<file path="src/rtl/btl_pkg.sv">
`timescale 1ns / 1ps
`default_nettype none

package btl_pkg;

    // field widths
    localparam int unsigned CmdW     = 1;
    localparam int unsigned ByteW    = 8;
    localparam int unsigned KindW    = 1;
    localparam int unsigned AddrW    = 15;
    localparam int unsigned WordW    = 12;
    localparam int unsigned StatusW  = 2;
    localparam int unsigned CountW   = 8;
    localparam int unsigned FieldW   = 3;
    localparam int unsigned MemSizeW = 16;

    // commands
    localparam logic [CmdW-1:0] CMD_BYTE = 1'b0;
    localparam logic [CmdW-1:0] CMD_END  = 1'b1;

    // result kinds
    localparam logic [KindW-1:0] KIND_WRITE  = 1'b0;
    localparam logic [KindW-1:0] KIND_FINISH = 1'b1;

    // finish status codes
    localparam logic [StatusW-1:0] ST_OK       = 2'd0;
    localparam logic [StatusW-1:0] ST_FORMAT   = 2'd1;
    localparam logic [StatusW-1:0] ST_CHECKSUM = 2'd2;
    localparam logic [StatusW-1:0] ST_RANGE    = 2'd3;

    // special tape frames
    localparam logic [ByteW-1:0] RUBOUT     = 8'o377;
    localparam logic [ByteW-1:0] LEADER_MRK = 8'o200;

    localparam logic [MemSizeW-1:0] MEM_SIZE_RST = 16'd32768;
    localparam logic [CountW-1:0]   COUNT_MAX    = 8'd255;

    // one result item
    typedef struct packed {
        logic [KindW-1:0]   kind;
        logic [AddrW-1:0]   write_address;
        logic [WordW-1:0]   write_data;
        logic [StatusW-1:0] status;
        logic [CountW-1:0]  sections_done;
        logic [WordW-1:0]   start_origin;
    } t_result;

endpackage

`default_nettype wire

</file>
<file path="src/rtl/btl_in_if.sv">
`timescale 1ns / 1ps
`default_nettype none

interface btl_in_if import btl_pkg::*; ();
    logic               valid;
    logic               ready;
    logic [CmdW-1:0]    command;
    logic [ByteW-1:0]   tape_byte;

    modport source (output valid, output command, output tape_byte, input ready);
    modport sink   (input valid, input command, input tape_byte, output ready);
endinterface

`default_nettype wire

</file>
<file path="src/rtl/btl_out_if.sv">
`timescale 1ns / 1ps
`default_nettype none

interface btl_out_if import btl_pkg::*; ();
    logic               valid;
    logic               ready;
    logic [KindW-1:0]   kind;
    logic [AddrW-1:0]   write_address;
    logic [WordW-1:0]   write_data;
    logic [StatusW-1:0] status;
    logic [CountW-1:0]  sections_done;
    logic [WordW-1:0]   start_origin;

    modport source (output valid, output kind, output write_address, output write_data,
                    output status, output sections_done, output start_origin, input ready);
    modport sink   (input valid, input kind, input write_address, input write_data,
                    input status, input sections_done, input start_origin, output ready);
endinterface

`default_nettype wire

</file>
<file path="src/rtl/bin_tape_loader_unit.sv">
`timescale 1ns / 1ps
`default_nettype none

// Binary-format paper tape loader. Each transfer on i_in carries one raw tape frame or the
// end-of-input command; the unit filters rubouts and field frames, assembles twelve-bit
// words from frame pairs, tracks origin and checksum, and returns memory writes or a
// final status on o_out. One item is taken every clock cycle while i_in.ready is high;
// its step, compares and twelve-bit adds, is done in the accepting cycle. A result goes
// to the output register, or to the skid register while the output register waits.
// This two-entry stage lets input keep flowing while a result waits; i_in.ready drops
// only when both entries are full. mem_size resets to 32768; the user must write it
// through i_cfg_we and i_cfg_wdata only while the unit is idle, which it does not check.
module bin_tape_loader_unit import btl_pkg::*; (
    input  wire                 i_clk,
    input  wire                 i_rst_n,
    input  wire                 i_cfg_we,
    input  wire [MemSizeW-1:0]  i_cfg_wdata,
    btl_in_if.sink              i_in,
    btl_out_if.source           o_out
);

    typedef enum logic [1:0] {
        PH_LEADER = 2'd0,
        PH_LOW    = 2'd1,
        PH_HIGH   = 2'd2
    } t_phase;

    // loader state
    t_phase              r_phase,        n_phase;
    logic                r_rubout,       n_rubout;
    logic [FieldW-1:0]   r_pend_field,   n_pend_field;
    logic [FieldW-1:0]   r_cur_field,    n_cur_field;
    logic [WordW-1:0]    r_origin,       n_origin;
    logic [WordW-1:0]    r_checksum,     n_checksum;
    logic [ByteW-1:0]    r_word_high,    n_word_high;
    logic [ByteW-1:0]    r_word_low,     n_word_low;
    logic [CountW-1:0]   r_sect_count,   n_sect_count;
    logic [WordW-1:0]    r_first_origin, n_first_origin;
    logic                r_stopped,      n_stopped;
    logic [MemSizeW-1:0] r_mem_size;

    // output stage
    logic                r_out_valid;
    t_result             r_out;
    logic                r_skid_valid;
    t_result             r_skid;

    logic                in_fire;
    logic                out_fire;
    logic                res_valid;
    t_result             res;
    logic [ByteW-1:0]    c;
    logic [13:0]         wd;
    logic [15:0]         addr;

    assign in_fire  = i_in.valid && i_in.ready;
    assign out_fire = r_out_valid && o_out.ready;
    assign c        = i_in.tape_byte;

    // assembled word and write address
    assign wd   = {r_word_high, 6'b0} | {6'b0, r_word_low};
    assign addr = {1'b0, r_cur_field, r_origin};

    // one step of the loader for the frame on the input
    always_comb begin
        n_phase        = r_phase;
        n_rubout       = r_rubout;
        n_pend_field   = r_pend_field;
        n_cur_field    = r_cur_field;
        n_origin       = r_origin;
        n_checksum     = r_checksum;
        n_word_high    = r_word_high;
        n_word_low     = r_word_low;
        n_sect_count   = r_sect_count;
        n_first_origin = r_first_origin;
        n_stopped      = r_stopped;
        res_valid      = 1'b0;
        res.kind          = KIND_WRITE;
        res.write_address = '0;
        res.write_data    = '0;
        res.status        = ST_OK;
        res.sections_done = r_sect_count;
        res.start_origin  = r_first_origin;

        if (in_fire) begin
            if (i_in.command == CMD_END) begin
                // report and return to start state
                if (!r_stopped) begin
                    res_valid = 1'b1;
                    res.kind  = KIND_FINISH;
                    if (r_phase == PH_LOW || r_phase == PH_HIGH) begin
                        res.status = ST_FORMAT;
                    end else if (r_sect_count != '0) begin
                        res.status = ST_OK;
                    end else begin
                        res.status = ST_FORMAT;
                    end
                end
                n_phase        = PH_LEADER;
                n_rubout       = 1'b0;
                n_pend_field   = '0;
                n_cur_field    = '0;
                n_origin       = '0;
                n_checksum     = '0;
                n_word_high    = '0;
                n_word_low     = '0;
                n_sect_count   = '0;
                n_first_origin = '0;
                n_stopped      = 1'b0;
            end else if (r_stopped) begin
                // ignore frames after a stop
            end else if (r_rubout) begin
                n_rubout = 1'b0;
            end else if (c == RUBOUT) begin
                n_rubout = 1'b1;
            end else if (c > LEADER_MRK) begin
                n_pend_field = c[5:3];
            end else begin
                case (r_phase)
                    PH_LOW: begin
                        n_word_low = c;
                        n_phase    = PH_HIGH;
                    end
                    PH_HIGH: begin
                        if (c == LEADER_MRK) begin
                            // end of section: last word against checksum
                            if (wd[WordW-1:0] != r_checksum) begin
                                n_stopped  = 1'b1;
                                res_valid  = 1'b1;
                                res.kind   = KIND_FINISH;
                                res.status = ST_CHECKSUM;
                            end else begin
                                if (r_sect_count != COUNT_MAX) begin
                                    n_sect_count = r_sect_count + 1'b1;
                                end
                                n_phase      = PH_LEADER;
                                n_checksum   = '0;
                                n_origin     = '0;
                                n_cur_field  = '0;
                                n_pend_field = '0;
                            end
                        end else begin
                            n_checksum = r_checksum + {4'b0, r_word_high}
                                                    + {4'b0, r_word_low};
                            if (wd[13:12] != 2'b00) begin
                                // origin word
                                n_origin = wd[WordW-1:0];
                                if (r_first_origin == '0) begin
                                    n_first_origin = wd[WordW-1:0];
                                end
                                n_cur_field = r_pend_field;
                                n_word_high = c;
                                n_phase     = PH_LOW;
                            end else if (addr >= r_mem_size) begin
                                n_stopped  = 1'b1;
                                res_valid  = 1'b1;
                                res.kind   = KIND_FINISH;
                                res.status = ST_RANGE;
                            end else begin
                                // data word
                                res_valid         = 1'b1;
                                res.kind          = KIND_WRITE;
                                res.write_address = addr[AddrW-1:0];
                                res.write_data    = wd[WordW-1:0];
                                n_origin    = r_origin + 1'b1;
                                n_cur_field = r_pend_field;
                                n_word_high = c;
                                n_phase     = PH_LOW;
                            end
                        end
                    end
                    default: begin
                        // leader scan
                        if (c != '0 && c < LEADER_MRK) begin
                            n_word_high = c;
                            n_phase     = PH_LOW;
                        end
                    end
                endcase
            end
        end
    end

    // loader state and configuration register
    always_ff @(posedge i_clk) begin
        if (!i_rst_n) begin
            r_phase        <= PH_LEADER;
            r_rubout       <= 1'b0;
            r_pend_field   <= '0;
            r_cur_field    <= '0;
            r_origin       <= '0;
            r_checksum     <= '0;
            r_word_high    <= '0;
            r_word_low     <= '0;
            r_sect_count   <= '0;
            r_first_origin <= '0;
            r_stopped      <= 1'b0;
            r_mem_size     <= MEM_SIZE_RST;
        end else begin
            r_phase        <= n_phase;
            r_rubout       <= n_rubout;
            r_pend_field   <= n_pend_field;
            r_cur_field    <= n_cur_field;
            r_origin       <= n_origin;
            r_checksum     <= n_checksum;
            r_word_high    <= n_word_high;
            r_word_low     <= n_word_low;
            r_sect_count   <= n_sect_count;
            r_first_origin <= n_first_origin;
            r_stopped      <= n_stopped;
            if (i_cfg_we) begin
                r_mem_size <= i_cfg_wdata;
            end
        end
    end

    // output register with skid entry
    always_ff @(posedge i_clk) begin
        if (!i_rst_n) begin
            r_out_valid  <= 1'b0;
            r_skid_valid <= 1'b0;
        end else if (out_fire || !r_out_valid) begin
            if (r_skid_valid) begin
                r_out_valid  <= 1'b1;
                r_skid_valid <= 1'b0;
            end else begin
                r_out_valid  <= res_valid;
            end
        end else if (res_valid) begin
            r_skid_valid <= 1'b1;
        end
    end

    // output payload, no reset needed
    always_ff @(posedge i_clk) begin
        if (out_fire || !r_out_valid) begin
            if (r_skid_valid) begin
                r_out <= r_skid;
            end else begin
                r_out <= res;
            end
        end else if (res_valid) begin
            r_skid <= res;
        end
    end

    // channel connections
    assign i_in.ready          = !r_skid_valid;
    assign o_out.valid         = r_out_valid;
    assign o_out.kind          = r_out.kind;
    assign o_out.write_address = r_out.write_address;
    assign o_out.write_data    = r_out.write_data;
    assign o_out.status        = r_out.status;
    assign o_out.sections_done = r_out.sections_done;
    assign o_out.start_origin  = r_out.start_origin;

endmodule

`default_nettype wire

</file>
<file path="src/flat_wrapper.sv">
// flat-port wrapper written by rule: the top's interface ports become plain ports
module bin_tape_loader_unit_flat import btl_pkg::*;
  (i_clk, i_rst_n, i_cfg_we, i_cfg_wdata, i_in_valid, i_in_command, i_in_tape_byte, i_in_ready, o_out_valid, o_out_kind, o_out_write_address, o_out_write_data, o_out_status, o_out_sections_done, o_out_start_origin, o_out_ready);
  btl_in_if i_in_i ();
  btl_out_if o_out_i ();
  input  wire i_clk;
  input  wire i_rst_n;
  input  wire i_cfg_we;
  input  wire [MemSizeW-1:0] i_cfg_wdata;
  input wire logic [$bits(i_in_i.valid)-1:0] i_in_valid;
  input wire logic [$bits(i_in_i.command)-1:0] i_in_command;
  input wire logic [$bits(i_in_i.tape_byte)-1:0] i_in_tape_byte;
  output wire logic [$bits(i_in_i.ready)-1:0] i_in_ready;
  output wire logic [$bits(o_out_i.valid)-1:0] o_out_valid;
  output wire logic [$bits(o_out_i.kind)-1:0] o_out_kind;
  output wire logic [$bits(o_out_i.write_address)-1:0] o_out_write_address;
  output wire logic [$bits(o_out_i.write_data)-1:0] o_out_write_data;
  output wire logic [$bits(o_out_i.status)-1:0] o_out_status;
  output wire logic [$bits(o_out_i.sections_done)-1:0] o_out_sections_done;
  output wire logic [$bits(o_out_i.start_origin)-1:0] o_out_start_origin;
  input wire logic [$bits(o_out_i.ready)-1:0] o_out_ready;
  assign i_in_i.valid = i_in_valid;
  assign i_in_i.command = i_in_command;
  assign i_in_i.tape_byte = i_in_tape_byte;
  assign i_in_ready = i_in_i.ready;
  assign o_out_valid = o_out_i.valid;
  assign o_out_kind = o_out_i.kind;
  assign o_out_write_address = o_out_i.write_address;
  assign o_out_write_data = o_out_i.write_data;
  assign o_out_status = o_out_i.status;
  assign o_out_sections_done = o_out_i.sections_done;
  assign o_out_start_origin = o_out_i.start_origin;
  assign o_out_i.ready = o_out_ready;
  bin_tape_loader_unit u_core (.i_clk(i_clk), .i_rst_n(i_rst_n), .i_cfg_we(i_cfg_we), .i_cfg_wdata(i_cfg_wdata), .i_in(i_in_i), .o_out(o_out_i));
endmodule
</file>
<file path="config.mk">
export PLATFORM = sky130hd
export DESIGN_NAME = bin_tape_loader_unit_flat
export DESIGN_NICKNAME = d
export VERILOG_FILES = /design/src/rtl/btl_pkg.sv /design/src/rtl/btl_in_if.sv /design/src/rtl/btl_out_if.sv /design/src/rtl/bin_tape_loader_unit.sv /design/src/flat_wrapper.sv
export SDC_FILE = /design/constraint.sdc
export NUM_CORES = 1
export LEC_CHECK = 0
export BUFFER_PORTS_ARGS = -buffer_cell sky130_fd_sc_hd__buf_2
export CAP_MARGIN = 20
export CORE_UTILIZATION = 50
export CTS_BUF_LIST = sky130_fd_sc_hd__clkbuf_16
export DETAILED_ROUTE_END_ITERATION = 6
export GPL_TIMING_DRIVEN = 0
export PLACE_DENSITY = 0.72
export SLEW_MARGIN = 20
export SYNTH_ARGS = -nofsm -noshare
export SYNTH_HDL_FRONTEND = slang
export SYNTH_SLANG_ARGS = --single-unit
</file>
<file path="constraint.sdc">
create_clock -name i_clk -period 7 [get_ports i_clk]
set_input_delay 1.75 -clock i_clk [delete_from_list [all_inputs] [get_ports i_clk]]
set_output_delay 1.75 -clock i_clk [all_outputs]
set_load 0.1 [all_outputs]
</file>
# Yosys cells after proc, flatten, opt, wreduce, memory -nomap -nowiden
# Cells that the tools add are included.
totals:
  reg_bits: 188
  inputBits: 30
  output_inout_bits: 52
op_classes:
  addsub: 4
  magnitude_cmp: 3
  n_eq_ne: 20
  n_mux: 124
  n_bitwise: 3
  reduce_logical: 32
op_table:
  columns: ["op", "count"]
  rows:
  - ["two-way mux 12 bit", 26]
  - ["two-way mux 30 bit", 7]
  - ["two-way mux 8 bit", 24]
  - ["two-way mux 27 bit", 3]
  - ["two-way mux 3 bit", 17]
  - ["two-way mux 50 bit", 1]
  - ["two-way mux 2 bit", 16]
  - ["two-way mux 1 bit", 28]
  - ["AND reduction 9 bit", 3]
  - ["adder 12 x 8 -> 12 bit", 2]
  - ["equality test 8 bit, second input constant", 2]
  - [">= comparator 15 x 16 -> 1 bit", 1]
  - ["case mux 8 bit (2 select lines)", 1]
  - ["AND reduction 8 bit", 2]
  - ["nonzero test 8 bit", 2]
  - ["inequality test 2 bit, second input constant", 7]
  - ["bitwise OR 14 x 8 -> 14 bit", 1]
  - ["AND reduction 7 bit", 2]
  - ["nonzero test 2 bit", 7]
  - ["adder 12 x 1 -> 12 bit, second input constant", 1]
  - ["logical NOT 12 bit", 1]
  - ["inequality test 12 bit", 1]
  - ["nonzero test 3 bit", 3]
  - ["adder 8 x 1 -> 8 bit, second input constant", 1]
  - ["other kinds (19)", 27]

# Longest topological paths before layout
# Gate-level depths: netlist of run 1.
logic_depth:
  word_depth: 12
  ltp_mapped: 11
  depth_no_buf: 10

# Worst setup path after synthesis of run 1
# Ideal clock, no wire load.
synth_timing:
  path_type: "in2reg"
  startpoint: "in i_in_tape_byte[3]"
  endpoint: "reg u_core.r_skid[0] (netlist bit) (enable)"
  setup_ns: 0.519
  arrival_time_ns: 6.309
  t_required_ns: 6.481
  slack_ns: 0.172
  path_stages: 6
  path_cell_list: "nor4_2 > nand2_1 > a21oi_1 > a21boi_0 > a21oi_1 > nor3_1"
synth_between:
  elab_chain_cells: 10
  elab_cells_between_ends: 12
  cone_classes: "order compare (1); eq/ne (2); mux (8); reduce/logical (1)"
synth_lines:
  columns: ["element", "line_no", "source"]
  rows:
  - ["start: declaration", "flat_wrapper.sv:12", "input wire logic [$bits(i_in_i.tape_byte)-1:0] i_in_tape_byte;"]
  - ["branches (longest 4 deep; another with > comparator 8 bit)", null, null]
  - ["two-way mux 1 bit (*)", "bin_tape_loader_unit.sv:114", "end else if (c == RUBOUT) begin"]
  - ["two-way mux 1 bit (*)", "bin_tape_loader_unit.sv:112", "end else if (r_rubout) begin"]
  - ["two-way mux 1 bit (*)", "bin_tape_loader_unit.sv:110", "end else if (r_stopped) begin"]
  - ["two-way mux 1 bit (*)", "bin_tape_loader_unit.sv:86", "if (i_in.command == CMD_END) begin"]
  - ["two-way mux 1 bit (*)", "bin_tape_loader_unit.sv:85", "if (in_fire) begin"]
  - ["AND reduction 2 bit (no source line) (*)", null, null]
  - ["end signal: assignment", "bin_tape_loader_unit.sv:243", "r_skid <= res;"]
  - ["end: declaration", "bin_tape_loader_unit.sv:46", "t_result r_skid;"]
# Mark *: on every way between the ends.
# A chain may end at the register's enable or synchronous reset.

# Worst setup path in the final report of run 1
layout_timing:
  startpoint: "in i_in_command"
  endpoint: "reg u_core.r_skid[7] (netlist bit) (enable)"
layout_between:
  elab_chain_cells: 3
layout_lines:
  columns: ["element", "line_no", "source"]
  rows:
  - ["start: declaration", "flat_wrapper.sv:11", "input wire logic [$bits(i_in_i.command)-1:0] i_in_command;"]
  - ["two-way mux 1 bit", "bin_tape_loader_unit.sv:86", null]
  - ["two-way mux 1 bit", "bin_tape_loader_unit.sv:85", null]
  - ["AND reduction 2 bit (no source line)", null, null]
# Every way passes these cells.

==> results of run 1 <==
==> sequential cells by signal, indices dropped and copies added (netlist names) <==
signal,cells
u_core.o_out.write_data,12
u_core.o_out.sections_done,8
u_core.o_out.write_address,15
u_core.r_word_low,8
u_core.o_out.status,2
u_core.r_mem_size,16
u_core.r_checksum,12
u_core.o_out.valid,1
u_core.r_stopped,1
u_core.r_first_origin,12
u_core.r_skid_valid,1
u_core.r_origin,12
u_core.r_sect_count,8
u_core.r_word_high,8
u_core.r_skid,50
u_core.o_out.kind,1
u_core.o_out.start_origin,12
u_core.r_rubout,1
u_core.r_phase,2
u_core.r_cur_field,3
u_core.r_pend_field,3
==> synth_stat cells, types with 16 or more instances <==
master                     count  area, um2
sky130_fd_sc_hd__edfxtp_1    100       3000
sky130_fd_sc_hd__dfxtp_1      88       1760
sky130_fd_sc_hd__nor2_1       78        293
sky130_fd_sc_hd__nand2_1      64        240
sky130_fd_sc_hd__inv_1        47        176
sky130_fd_sc_hd__a21oi_1      40        200
sky130_fd_sc_hd__mux2i_1      37        370
sky130_fd_sc_hd__a21o_1       30        225
sky130_fd_sc_hd__clkbuf_1     29        109
sky130_fd_sc_hd__ha_1         29        363
sky130_fd_sc_hd__and2_1       26        163
sky130_fd_sc_hd__o21ai_0      26        130
sky130_fd_sc_hd__xnor2_1      23        201
sky130_fd_sc_hd__nand3_1      19       95.1
sky130_fd_sc_hd__mux2_2       17        191
sky130_fd_sc_hd__nor3_1       16       80.1
==> routing by layer <==
layer	GRT usage [%]	up-vias	share of wire, %
li1	-	3162	-
met1	32.7	3137	46
met2	36.4	222	46
met3	4.09	41	5.8
met4	9.36	0	2.3
met5	0	-	0
==> cells in the final DEF (no fill, tap or decap), types with 29 or more instances in the layout <==
cell and count:
sky130_fd_sc_hd__edfxtp_1 100, sky130_fd_sc_hd__clkbuf_1 29, sky130_fd_sc_hd__nand2_1 64, sky130_fd_sc_hd__a21o_1 30, sky130_fd_sc_hd__ha_1 29, sky130_fd_sc_hd__mux2i_1 37
sky130_fd_sc_hd__buf_2 84, sky130_fd_sc_hd__a21oi_1 40, sky130_fd_sc_hd__nor2_1 78, sky130_fd_sc_hd__dfxtp_1 88, sky130_fd_sc_hd__inv_1 47
==> power by group through the flow <==
| stage | Clock (mW) | Sequential [mW] | Combinational, mW |
|---|---|---|---|
| detailed placement | 0 | 1.22 | 0.260 |
| floorplan | 0 | 1.31 | 0.106 |
| global placement | 0 | 1.22 | 0.255 |
| finish | 0.940 | 1.20 | 0.262 |
| CTS | 0.949 | 1.20 | 0.261 |
| global route | 0.993 | 1.20 | 0.279 |
==> cell type report <==
type                            instances  area [um2]
Buffer                                 34         146
Timing Repair Buffer                   87         463
Clock inverter                         15         139
Clock buffer                           17         425
Multi-Input combinational cell        547        3760
Sequential cell                       188        4760
Inverter                               48         180
Fill cell                            1484        7130
Tap cell                              225         282
==> worst max-delay path: cells and delay by family <==
family / cells / cell delay, ns
and+or+nand+nor: 1 / 0.40
buffers and inverters: 7 / 2.19
AOI/OAI and AO/OA: 1 / 0.15
==> kinds of logic (layout without fill, tap and decap cells) <==
group | Yosys count | count (layout) | synth area share [%]
muxes | 54 | 54 | 6.35
buffers and inverters | 82 | 201 | 3.69
AOI/OAI and AO/OA | 158 | 158 | 11.9
xor gates and xnor gates | 26 | 26 | 2.57
DFF | 188 | 188 | 53.9
adders and majority gates | 38 | 38 | 6.14
and+or+nand+nor | 271 | 271 | 15.5
==> how the worst min path moves through the flow <==
stage | start | end | slack (ns) | cells after the start
2_1_floorplan | u_core.r_first_origin[4]$_SDFFE_PN0P_ | u_core.r_skid[4]$_DFFE_PP_ | 0.44 | 0
3_3_place_gp | u_core.r_sect_count[6]$_SDFFE_PN0P_ | u_core.r_skid[18]$_DFFE_PP_ | 0.46 | 0
3_5_place_dp | u_core.r_sect_count[6]$_SDFFE_PN0P_ | u_core.r_skid[18]$_DFFE_PP_ | 0.47 | 0
4_1_cts | u_core.r_phase[1]$_SDFFE_PN0P_ | u_core.r_phase[1]$_SDFFE_PN0P_ | 0.48 | 2
5_1_grt | u_core.r_phase[1]$_SDFFE_PN0P_ | u_core.r_phase[1]$_SDFFE_PN0P_ | 0.50 | 2
6_report | u_core.r_first_origin[3]$_SDFFE_PN0P_ | u_core.r_first_origin[3]$_SDFFE_PN0P_ | 0.49 | 2
==> metrics by stage <==
step | TNS, ns | std cells | utilization (%) | power (mW) | instance area (um2)
3_5_place_dp | 0 | 1129 | 55.5 | 1.48 | 9600
3_3_place_gp | -89.79 | 1122 | 55.1 | 1.48 | 9530
4_1_cts | 0 | 1161 | 58.8 | 2.41 | 10200
2_1_floorplan | 0 | 817 | - | 1.42 | 8840
5_1_grt | 0 | 1161 | 58.8 | 2.47 | 10200
6_report | 0 | 1161 | 58.8 | 2.40 | 10200
==> results by group, run 1 <==
GRT
  – Final global-route overflow total: 0
  – Initial antenna violation count: 0
  – Vias in the first global route: 6111
  – Pin count of the biggest net entering global routing: 38
  – Global-route wire length before repair: 32500 um
  – Total track usage: between 20% and 30%

Floorplanning
  – # rows: 48
  – Horiz. Die Dim: around 140 um
  – Top-level port count: 82
  – Height of the die: between 100 and 150 um
  – Core Region: between 15000 and 20000 um2
  – Die outline area: between 15000 and 20000 um2
  – Initial core utilization: 51.1%

Run status
  – Status: complete, no violations

Power
  – Cell Pwr Density: about 240 nW/um2
  – Seq pwr share: around 50%
  – Part of the total power dissipated in combinational logic: a little over a tenth
  – Switching power share of the total: a little over a quarter
  – Switching Power: roughly 660 uW
  – Cell internal power dissipation: roughly 1.7 mW
  – Pleak: around 4.3 nW
  – Max VDD drop: around 0.16 mV
  – Clock share of power: between 30% and 40%

Setup path
  – Maximum fanout encountered on the critical timing path: 11
  – Flop-to-flop setup slack: about 3.9 ns
  – Data required time at the worst endpoint: 7.13 ns
  – CP startpoint: i_in_command
  – Worst Setup Start Kind: input port
  – Data arrival time at the worst-slack endpoint: between 4 and 5 ns
  – Kind of critical path: input port to flip-flop
  – Reg2Reg Depth: 10
  – Worst setup endpoint: u_core.r_skid[7]$_DFFE_PP_
  – End of the worst register-to-register path: u_core.r_skid[7]$_DFFE_PP_
  – Highest-delay cell along the critical path: sky130_fd_sc_hd__clkbuf_1
  – Critical R2R Launch: u_core.r_phase[0]$_SDFFE_PN0P_
  – Maximum single-stage delay on the critical path: slightly above 0.5 ns
  – Cells along the critical path: buf_2 > clkbuf_1 > clkbuf_1 > clkbuf_1 > a21oi_1 > nor3_2 > buf_4 > buf_4 > buf_4
  – Endpoint type of the worst setup path: flip-flop

Placement
  – Post-placement worst setup slack: approximately 2.2 ns
  – Detailed Place HPWL: 15100 um
  – Routability-driven placement congestion ratio: 0.918
  – Number of input and output port buffers inserted: 80

Synth
  – Syn Area/Cell: around 11 um2
  – Yosys warnings: 0
  – Number of synthesized register bits: around 190
  – Cell area after synthesis: ~8800 um2
  – Post-synthesis async set-or-reset flop share: 0%
  – Ys flop type: sky130_fd_sc_hd__edfxtp_1
  – Distinct cells, synth: 61
  – Net count after synthesis: slightly below 900
  – Post-synth EDFFs: 100
  – Sequential share of the synthesized area: about 54%
  – Cells after Synth: approximately 820

STA
  – Least-Margin Pin Slew: 1.08 ns
  – Max Transition Viols Final: 0
  – Achievable Freq: 229 MHz
  – Ratio of final minimum period to clock period: a little over three fifths
  – Slew headroom: between 20 and 30%
  – Setup repair after global routing missed its margin: false
  – Hold_ws: 0.486 ns
  – Fin worst setup slack: 2.63 ns
  – Minimum period implied by the final worst setup slack: around 4.4 ns
  – Final setup violation count: 0
  – Final clock skew: between 0.01 and 0.015 ns
  – Number of hold violations in the final report: 0

CTS
  – Cell at the root of the clock tree: sky130_fd_sc_hd__clkbuf_16
  – CTS tree: done
  – Setup repair bufs after CTS: 0
  – Clock net sink count: 188
  – H-tree level count: 4
  – Clock latency reported for the late side of the worst-skew pair: between 0.4 and 0.5 ns
  – Clock transition at path regs: roughly 0.07 ns
  – Buffers from clock root to sink, at most: 2
  – Cts hold-fix bufs: 0
  – Number of buffers created by CTS: 17
  – Number of gates resized after cts: 0

Route
  – Vias per Instance: between 5 and 6
  – Count of nets left with antenna violations after detail routing: 0
  – Count of vias placed by the detailed router: between 6000 and 7000
  – Initial DRC Count: ~550
  – Routed WL: between 20000 and 25000 um
  – Post-DR wirelength/cell: about 18 um
  – Count of unresolved DRC violations after routing: 0
  – Detailed Routing Iterations Pass 1: 5

Hold path
  – Worst hold path class: flip-flop to flip-flop

Layout
  – Fraction of final layout cells with drive strength greater than 1: between 10% and 20%
  – Final #Nets: 991
  – Ant diodes: 0
  – Area growth from synthesis to layout: 14.9%

Job
  – Max-cap check violation count: 0
(Power assumes the default switching activity.)
==> run 2, diff against run 1 <==
==> constraint.sdc (replaced) <==
create_clock -name i_clk -period 3.7 [get_ports i_clk]
set_input_delay 0.925 -clock i_clk [delete_from_list [all_inputs] [get_ports i_clk]]
set_output_delay 0.925 -clock i_clk [all_outputs]
set_load 0.1 [all_outputs]
==> run 2 against run 1 <==
Compared with the run above: via count shrank 0.21%; clock-buffer cell count rose by 1; utilization about the same; register-to-register slack worse by 3.1 ns; sequential power grew 89%; clock power up 81%; final cell count down 0.17%; power is 86% higher; wire length barely moved; critical endpoint unchanged; largest power group unchanged; highest routed layer unchanged.
==> results by group, run 2 (synthesized netlist as in run 1, its figures left out) <==
Run status
  – Status: complete, no violations

STA
  – Ratio of final minimum period to clock period: 90.6%
  – Final clock skew: between 0.01 and 0.015 ns
  – Slew headroom: between 20% and 30%
  – Final setup violation count: 0
  – Setup repair after global routing missed its margin: false
  – Number of hold violations in the final report: 0
  – Achievable Freq: 298 MHz
  – Max Transition Viols Final: 0
  – Minimum period implied by the final worst setup slack: about 3.4 ns
  – Least-Margin Pin Slew: approximately 1.1 ns
  – Hold_ws: 0.486 ns
  – Setup tns final: 0 ns

Route
  – Detailed Routing Iterations Pass 1: 5
  – Met3 wirelength from detailed routing: 1310 um
  – Met1 wire length: roughly 9400 um
  – Count of nets left with antenna violations after detail routing: 0
  – Post-DR wirelength/cell: approximately 18 um
  – Routed length on met2: between 9000 and 10000 um
  – Vias per Instance: 5.65
  – Initial DRC Count: around 480
  – Count of vias placed by the detailed router: 6548
  – Count of unresolved DRC violations after routing: 0
  – Routed WL: a little over 20000 um
  – Uppermost layer routed: met4

CTS
  – H-tree level count: 4
  – Clock transition at path regs: 0.07 ns
  – CTS tree: done
  – Setup repair bufs after CTS: 0
  – Cell at the root of the clock tree: sky130_fd_sc_hd__clkbuf_16
  – Clock net sink count: roughly 190
  – Cts hold-fix bufs: 0
  – Number of buffers created by CTS: 17
  – Buffers from clock root to sink, at most: 2
  – Clock latency reported for the late side of the worst-skew pair: about 0.44 ns
  – Number of gates resized after cts: 0

Layout
  – Number of inserted filler cells in the final layout: 1477
  – Reg with most FFs: u_core.r_skid
  – Fraction of final layout cells with drive strength greater than 1: between 10% and 20%
  – Final #Nets: 989
  – Commonest non-fill, non-tap cell in the layout: sky130_fd_sc_hd__edfxtp_1
  – Combined area of the multi-input logic cells: between 3000 and 4000 um2
  – Ant diodes: 0
  – Largest register FFs: 50
  – Final standard cell area without fillers: roughly 10000 um2
  – Seq. cell area: about 4800 um2
  – Area growth from synthesis to layout: 14.9%
  – Core occupancy in the finished layout: about 59%
  – Top library cells by usage in the layout, fill and taps aside: sky130_fd_sc_hd__edfxtp_1, sky130_fd_sc_hd__dfxtp_1, sky130_fd_sc_hd__buf_2

Setup path
  – Data required time at the worst endpoint: about 3.8 ns
  – Maximum fanout encountered on the critical timing path: 17
  – Worst Setup Start Kind: input port
  – CP startpoint: i_in_command
  – Critical R2R Launch: u_core.r_mem_size[13]$_SDFFE_PN0P_
  – Data arrival time at the worst-slack endpoint: ~3.5 ns
  – Kind of critical path: input port to flip-flop
  – Endpoint type of the worst setup path: flip-flop

GRT
  – Final global-route overflow total: 0
  – Global-route wire length before repair: roughly 32000 um
  – Initial antenna violation count: 0
  – Vias in the first global route: just over 6000
  – Total track usage: a little under a quarter
  – Pin count of the biggest net entering global routing: 38

Placement
  – Standard cell area after detailed placement: between 9000 and 10000 um2
  – Routability-driven placement congestion ratio: about 0.92
  – Detailed Place HPWL: 15000 um
  – Number of input and output port buffers inserted: 80

Hold path
  – Worst hold path class: flip-flop to flip-flop
  – Start point of the worst hold path: u_core.r_phase[1]$_SDFFE_PN0P_

Power
  – Pleak: approximately 4.3 nW
  – Cell Pwr Density: ~440 nW/um2
  – Max VDD drop: 0.321 mV
  – Power consumption: 4.46 mW

Floorplanning
  – Top-level port count: 82
  – # rows: between 40 and 50
  – Die outline area: around 18000 um2
  – Initial core utilization: between 50% and 60%
  – Core Region: roughly 17000 um2
  – Horiz. Die Dim: between 100 and 150 um
  – Height of the die: 135 um

Job
  – Max-cap check violation count: 0
[run 2: cell types whose count changed in the layout (fill, tap and decap cells not counted), sizes merged]
cell	before	now
clkinv	6	8
inv	56	51
bufinv	1	0
buf	92	90
clkinvlp	0	3
clkbuf	46	47
[run 2: stage by stage]
| step | setup WS, ns | cells |
|---|---|---|
| after detailed placement | -0.0564 | 1127 |
| after floorplan | 0.0360 | 817 |
| after global placement | -1.05 | 1122 |
| after global routing | 0.187 | 1159 |
| final | 0.349 | 1159 |
| after CTS | 0.384 | 1159 |
[run 2: power breakdown]
part           switching (mW)  internal [mW]
registers              0.0344           2.23
logic                   0.376          0.122
clock network           0.800          0.897
total                    1.21           3.25
[run 2: layout make-up]
| class | instances | share of cell area (%) |
|---|---|---|
| Buffer | 34 | 1.44 |
| Clock buffer | 18 | 4.43 |
| Clock inverter | 14 | 0.923 |
| Inverter | 48 | 1.77 |
| Multi-Input combinational cell | 547 | 37.1 |
| Sequential cell | 188 | 46.9 |
| Tap cell | 225 | 2.77 |
| Timing Repair Buffer | 85 | 4.65 |
[run 2: routing by layer]
layer	up-vias	GRT usage, %
met2	237	36.5
met4	0	8.18
met3	42	4.65
met5	-	0
li1	3156	-
met1	3113	32.6
[run 2: worst paths after layout]
check	slack, ns	cells after the start	endpoint
setup reg to reg	0.73	10	u_core.o_out.write_address[8]$_DFFE_PP_
hold / removal	0.49	2	u_core.r_phase[1]$_SDFFE_PN0P_
setup / recovery	0.35	8	u_core.r_skid[7]$_DFFE_PP_
hold reg to reg	0.49	2	u_core.r_phase[1]$_SDFFE_PN0P_
[run 2: critical path: stages]
cell and delay (ns):
sky130_fd_sc_hd__buf_2 0.13, sky130_fd_sc_hd__clkbuf_1 0.40, sky130_fd_sc_hd__clkbuf_1 0.46, sky130_fd_sc_hd__clkbuf_1 0.49, sky130_fd_sc_hd__a21oi_1 0.17, sky130_fd_sc_hd__nor3_4 0.48, sky130_fd_sc_hd__buf_8 0.22, sky130_fd_sc_hd__buf_8 0.19
